<file path="src/rbst_pkg.sv">
// Package for the ray/box slab test: default widths and divider staging.
// No dependencies; used by every module of the block.
package rbst_pkg;
    localparam int COORD_WIDTH_DEF = 32;
    localparam int DIR_WIDTH_DEF   = 16;
    // quotient bits resolved per divider pipeline stage
    localparam int DIV_STEPS       = 4;
    localparam int TOL_WIDTH       = 16;
    localparam logic [TOL_WIDTH-1:0] TOL_RESET = 16'd66;
endpackage

</file>
<file path="src/rbst_div.sv">
// Pipelined restoring divider: (mag << (DW-1)) / dmag, signed, saturated to CW bits.
// Depends on rbst_pkg (DIV_STEPS); registered at input, each stage and output.
module rbst_div #(
    parameter int CW = rbst_pkg::COORD_WIDTH_DEF,
    parameter int DW = rbst_pkg::DIR_WIDTH_DEF
) (
    input  logic                 i_clk,
    input  logic                 i_en,
    input  logic [CW:0]          i_mag,
    input  logic                 i_neg,
    input  logic [DW-1:0]        i_dmag,
    output logic signed [CW-1:0] o_t
);
    import rbst_pkg::*;

    localparam int QW = CW + 1;
    localparam int NW = CW + DW;
    localparam int NS = (QW + DIV_STEPS - 1) / DIV_STEPS;

    logic [NW-1:0]   w_num;
    logic [DW-2:0]   w_top;
    logic [DW-1:0]   r_rem [0:NS];
    logic [QW-1:0]   r_w   [0:NS];
    logic [DW-1:0]   r_d   [0:NS];
    logic            r_ovf [0:NS];
    logic            r_neg [0:NS];
    logic signed [CW-1:0] n_t;

    assign w_num = {i_mag, {(DW-1){1'b0}}};
    assign w_top = w_num[NW-1 -: DW-1];

    always_ff @(posedge i_clk) begin
        if (i_en) begin
            r_ovf[0] <= ({1'b0, w_top} >= i_dmag);
            r_rem[0] <= {1'b0, w_top};
            r_w[0]   <= w_num[QW-1:0];
            r_d[0]   <= i_dmag;
            r_neg[0] <= i_neg;
        end
    end

    for (genvar s = 0; s < NS; s++) begin : g_stage
        logic [DW-1:0] n_rem;
        logic [QW-1:0] n_w;
        always_comb begin
            logic [DW:0] r2;
            n_rem = r_rem[s];
            n_w   = r_w[s];
            for (int k = 0; k < DIV_STEPS; k++) begin
                if (s * DIV_STEPS + k < QW) begin
                    r2  = {n_rem, n_w[QW-1]};
                    n_w = {n_w[QW-2:0], 1'b0};
                    if (r2 >= {1'b0, r_d[s]}) begin
                        r2     = r2 - {1'b0, r_d[s]};
                        n_w[0] = 1'b1;
                    end
                    n_rem = r2[DW-1:0];
                end
            end
        end
        always_ff @(posedge i_clk) begin
            if (i_en) begin
                r_rem[s+1] <= n_rem;
                r_w[s+1]   <= n_w;
                r_d[s+1]   <= r_d[s];
                r_ovf[s+1] <= r_ovf[s];
                r_neg[s+1] <= r_neg[s];
            end
        end
    end

    always_comb begin
        logic [QW-1:0] lim;
        lim = {2'b01, {(CW-1){1'b0}}};
        if (r_neg[NS]) begin
            if (r_ovf[NS] || r_w[NS] > lim) n_t = {1'b1, {(CW-1){1'b0}}};
            else                            n_t = -$signed(r_w[NS][CW-1:0]);
        end else begin
            if (r_ovf[NS] || r_w[NS] >= lim) n_t = {1'b0, {(CW-1){1'b1}}};
            else                             n_t = r_w[NS][CW-1:0];
        end
    end

    always_ff @(posedge i_clk) begin
        if (i_en) o_t <= n_t;
    end
endmodule

</file>
<file path="config.mk">
export PLATFORM = sky130hd
export DESIGN_NAME = rbst_div
export DESIGN_NICKNAME = d
export VERILOG_FILES = /design/src/rbst_pkg.sv /design/src/rbst_div.sv
export SDC_FILE = /design/constraint.sdc
export NUM_CORES = 2
export LEC_CHECK = 0
export BUFFER_PORTS_ARGS = -buffer_cell sky130_fd_sc_hd__buf_2
export CAP_MARGIN = 20
export CORE_MARGIN = 8
export CORE_UTILIZATION = 30
export DETAILED_ROUTE_END_ITERATION = 10
export PLACE_DENSITY = 0.44
export SLEW_MARGIN = 10
export SYNTH_ARGS = -nofsm -noshare
export SYNTH_HDL_FRONTEND = slang
export SYNTH_SLANG_ARGS = --single-unit
</file>
<file path="constraint.sdc">
create_clock -name i_clk -period 10.2 [get_ports i_clk]
set_clock_uncertainty 0.05 [all_clocks]
set_input_delay 2.04 -clock i_clk [delete_from_list [all_inputs] [get_ports i_clk]]
set_output_delay 2.04 -clock i_clk [all_outputs]
set_load 0.02 [all_outputs]
</file>
**Word-level counts from Yosys, hierarchy flattened**

Memories as Yosys holds them, arrays and structs flattened.
Index checks and enable logic that the tools add are counted.

- Muxes and demuxes: 71
- $add $sub $neg: 34
- Bitwise logic cells: 0
- Order comparisons: 36
- Shift operators: 0
- Multipliers: 0
- Reductions and logical operators: 2
- Equality and inequality tests: 0
- Divide/modulo/power cells: 0

Operators with widths:

| cell | number |
|---|---|
| 17-bit by 16-bit >= comparator with 1-bit output | 33 |
| 16-bit 2-to-1 mux | 33 |
| 16-bit subtractor | 33 |
| 32-bit 2-to-1 mux | 3 |
| 1-bit 2-to-1 mux | 35 |
| 33-bit by 32-bit >= comparator with 1-bit output (second input constant) | 1 |
| 33-bit by 32-bit > comparator with 1-bit output (second input constant) | 1 |
| 32-bit negator | 1 |
| 15-bit by 16-bit >= comparator with 1-bit output | 1 |
| 1-bit logical OR | 2 |

- Output and inout port bits: 32
- Flip-flop bits (word level): 32
- Bits of input ports: 52
- Bits in latches: 0
- Memories kept: 5
- ROM bits: 0
- Bits in writable memories: 670
- Word-level logic and storage cells: 149

Memories:

| memory | depth | bits a word | read ports | clocked after Yosys merged registers in | write ports | line | RTL |
|---|---|---|---|---|---|---|---|
| r_w | 10 | 33 | 10 | 0 | 10 | rbst_div.sv:23 | `logic [QW-1:0] r_w [0:NS];` |
| r_d | 10 | 16 | 9 | 0 | 10 | rbst_div.sv:24 | `logic [DW-1:0] r_d [0:NS];` |
| r_rem | 10 | 16 | 9 | 0 | 10 | rbst_div.sv:22 | `logic [DW-1:0] r_rem [0:NS];` |
| r_neg | 10 | 1 | 10 | 0 | 10 | rbst_div.sv:26 | `logic r_neg [0:NS];` |
| r_ovf | 10 | 1 | 10 | 0 | 10 | rbst_div.sv:25 | `logic r_ovf [0:NS];` |

**Logic depth before layout (Yosys ltp)**

An unclocked memory read counts as a cell.

- Depth after elaboration: 9
- Depth in mapped cells: 55
- Mapped depth without buffers: 49

**Worst setup path after synthesis**

OpenSTA, ideal clock, no wires.

- Path type: register to register
- Start point: memory r_d[2][1] (netlist name)
- End point: memory r_rem[3][10] (netlist name) (data pin)
- Arrival time: 10.990 ns
- Buffers on the path: 4
- Cell stages (with the launch flop): 49
- Setup time: 0.260 ns
- Required time: 9.890 ns
- Path slack: -1.099 ns
- Path through: edfxtp_1 -> inv_1 -> ha_1 -> nor2b_1 -> o21a_1 -> o21ai_1 -> a21oi_1 -> o211a_1 -> nor2_1 -> inv_1 -> clkbuf_1 -> o21ai_0 -> inv_1 -> ha_1 -> nor2b_1 -> o211ai_1 -> a21boi_0 -> o211ai_1 -> (+13 left out) -> a2111oi_0 -> nor3b_1 -> a311oi_4 -> inv_2 -> buf_2 -> mux2_2 -> ha_1 -> o21ai_0 -> a21oi_1 -> o41ai_1 -> nor3_1 -> nor4_1 -> o21bai_1 -> a21o_1 -> a221o_1 -> a21oi_2 -> buf_2 -> mux2_2

RTL lines:

| element | line |
|---|---|
| from (decl) | rbst_div.sv:24 |
| to (decl) | rbst_div.sv:22 |

==> flow_summary_export.csv <==
group,metric,value,unit
synth,ys_seq_area_frac,0.354,
synth,synth-edff-count,566,
timing,hold_violations,0,
clock_tree,htreeDepth,3,
synth,synthCells,4909,
setup_path,cpMostUsedCell,"a21o_1",
synth,ys_types,100,
routing,wl_met1,72.3,mm
global_routing,grt_pass1_wl,231,mm
global_routing,grt_overflow,0,
floorplan,start_util,0.302,
timing,slew-limit-headroom,0.240,
global_routing,grt_pass1_vias,38954,
clock_tree,cts_tree,"yes",
setup_path,critPathRequiredTime,10.54,ns
floorplan,coreArea,159000,µm²
routing,totalWireLength,152,mm
setup_path,crit_path_max_incr_delay,0.42,ns
timing,period_minus_slack,9.97,ns
global_routing,antenna_found_initial,4,
placed_design,io_buffers,83,
routing,dr_wl_met3,4.50,mm
routing,drt-vias-per-instance,5.06,
floorplan,fp.dieW,416,µm
routing,topRoutingLayerUsed,"met5",
global_routing,grtUsageTotal,0.168,
synth,ys.flop_type,"edfxtp_1",
floorplan,pin_count,84,
timing,setup_viol,0,
clock_tree,cts.sinks,566,
setup_path,cp_slowest_cell,"edfxtp_1",
synth,synth_common_cells,"566 x edfxtp_1, 533 x ha_1, 362 x a21oi_1",
floorplan,die_y,416,µm
clock_tree,cts_made_buffers,76,
synth,ys_top_cells_by_area,"edfxtp_1 35%, ha_1 14%, mux2_2 5.8%, xnor2_1 4.4%, a21oi_1 3.8%",
synth,synth.cell_area,48000,µm²
timing,max_freq,0.100,GHz
setup_path,cp-start-kind,"register",
final_layout,fin_nets,6384,
routing,ant_nets,0,
routing,first_pass_iters,5,
synth,synth_most_common_cell,"edfxtp_1",
synth,async_reset_ff_frac,0,
placed_design,place_ws,-0.568,ns
clock_tree,cts_buffer_depth,3,
clock_tree,clk_pin_slew,0.06,ns
synth,syn_area_per_cell,9.77,µm²
routing,wl_met2,72.2,mm
placed_design,place_inst,7669,
timing,drv_slew,0,
clock_tree,cts_hold_buf,0,
hold_path,hold_path.class,"reg -> reg",
floorplan,rows,146,
routing,drt_iter0_markers,2262,
final_layout,stdcell_count,7912,
setup_path,crit_type,"reg -> reg",
synth,synth_top_cell_area_share,0.354,
synth,yosys_warnings,0,
global_routing,grt_max_degree,168,
setup_path,crit_fanout,8,
synth,synth.net_count,5516,
routing,drc,0,
synth,yosysTopAreaCell,"edfxtp_1",
clock_tree,worstSkewPairLatency,0.67,ns
routing,wire_per_inst,19.3,µm
floorplan,die-area,173000,µm²
final_layout,syn_to_final_growth,26.0,%
placed_design,dp.final_hpwl,123,mm
setup_path,cp-end-kind,"register",
timing,max_slew.worst_pin.slew,1.14,ns
synth,synth-seq-cells,566,
clock_tree,cts_root_buf,"clkbuf_16",
routing,vias,40068,
setup_path,critPathArrivalTime,10.31,ns
timing,period_share,0.977,
final_layout,drive_gt1_frac,0.255,
run_status,status,"finished clean",
run,max_cap_viol_count,0,
placed_design,place_congestion,0.876,
timing,setup_slack,0.231,ns
## per-stage QoR
stage | area, µm² | utilization | hold WS, ns | TNS, ns
after CTS | 58900 | 0.371 | 0.349 | 0
after global placement | 56100 | 0.354 | 0.351 | -12.44
after global routing | 60400 | 0.381 | 0.358 | -2.41
after detailed placement | 56100 | 0.354 | 0.355 | -10.91
final | 60400 | 0.381 | 0.349 | 0
after floorplan | 48100 | - | 0.350 | 0
## worst max-delay path, delay by kind of cell (launching register included)
family	cells	cell delay (ns)
DFF	1	0.42
adders and majority gates	5	1.33
AOI/OAI and AO/OA	18	4.13
xor gates and xnor gates	1	0.21
buffers and inverters	10	1.37
muxes	3	0.98
and+or+nand+nor	6	1.16
## worst paths after layout
| check | start | endpoint | slack (ns) | cells past startpoint |
|---|---|---|---|---|
| worst max-delay path | r_w[2][32]$_DFFE_PP_ | r_rem[3][12]$_DFFE_PP_ | 0.23 | 43 |
| worst min-delay path | r_ovf[7]$_DFFE_PP_ | r_ovf[8]$_DFFE_PP_ | 0.35 | 0 |
| worst max register to register | r_w[2][32]$_DFFE_PP_ | r_rem[3][12]$_DFFE_PP_ | 0.23 | 43 |
| worst min register to register | r_ovf[7]$_DFFE_PP_ | r_ovf[8]$_DFFE_PP_ | 0.35 | 0 |
## registers in the layout, indices dropped and copies added, names as in the netlist
| name | count |
|---|---|
| r_rem | 143 |
| r_w | 227 |
| r_neg | 10 |
| r_d | 144 |
| o_t | 32 |
| r_ovf | 10 |
## layout make-up
type,instances,area [µm²]
fillers,15960,98100
inverters,362,1380
clock buffers,88,2010
flip-flops and latches,566,17000
multi-input cells,3900,30300
clock inverters,52,602
well taps,2072,2590
diodes,1,2.50
repair buffers,871,6570
## repair_timing
action	in CTS	in global routing
pin swaps	9	74
endpoints found under the setup margin	60	136
gates resized for setup	18	208
buffers inserted	13	82
gates cloned	0	7
endpoints found under the hold margin	0	0
## routing by layer
metal / track usage / up-vias
met5: 0 / -
met2: 0.286 / 601
met4: 0.0418 / 2
li1: - / 20234
met1: 0.227 / 19074
met3: 0.0173 / 157
## cell families after synthesis
kind of cell             synth area share
AO/OA/AOI/OAI                       0.196
AND/OR/NAND/NOR                     0.128
flip-flops                          0.354
adder cells (fa/ha/maj)             0.148
buffers and inverters              0.0357
XOR/XNOR                           0.0670
multiplexers                       0.0702
## cells in the final DEF (no fill, tap or decap), types with 104 or more instances in the layout
| master | instances |
|---|---|
| a21o_1 | 186 |
| a21oi_1 | 337 |
| buf_4 | 758 |
| edfxtp_1 | 566 |
| ha_1 | 505 |
| inv_1 | 333 |
| mux2_2 | 232 |
| nand2_1 | 314 |
| nor2_1 | 349 |
| nor3_1 | 104 |
| o21ai_0 | 209 |
| xnor2_1 | 240 |
| xor2_1 | 127 |
Power is left out: the tool's default activity adds up to more than one toggle a clock period on the data nets, which glitch-free logic cannot reach.
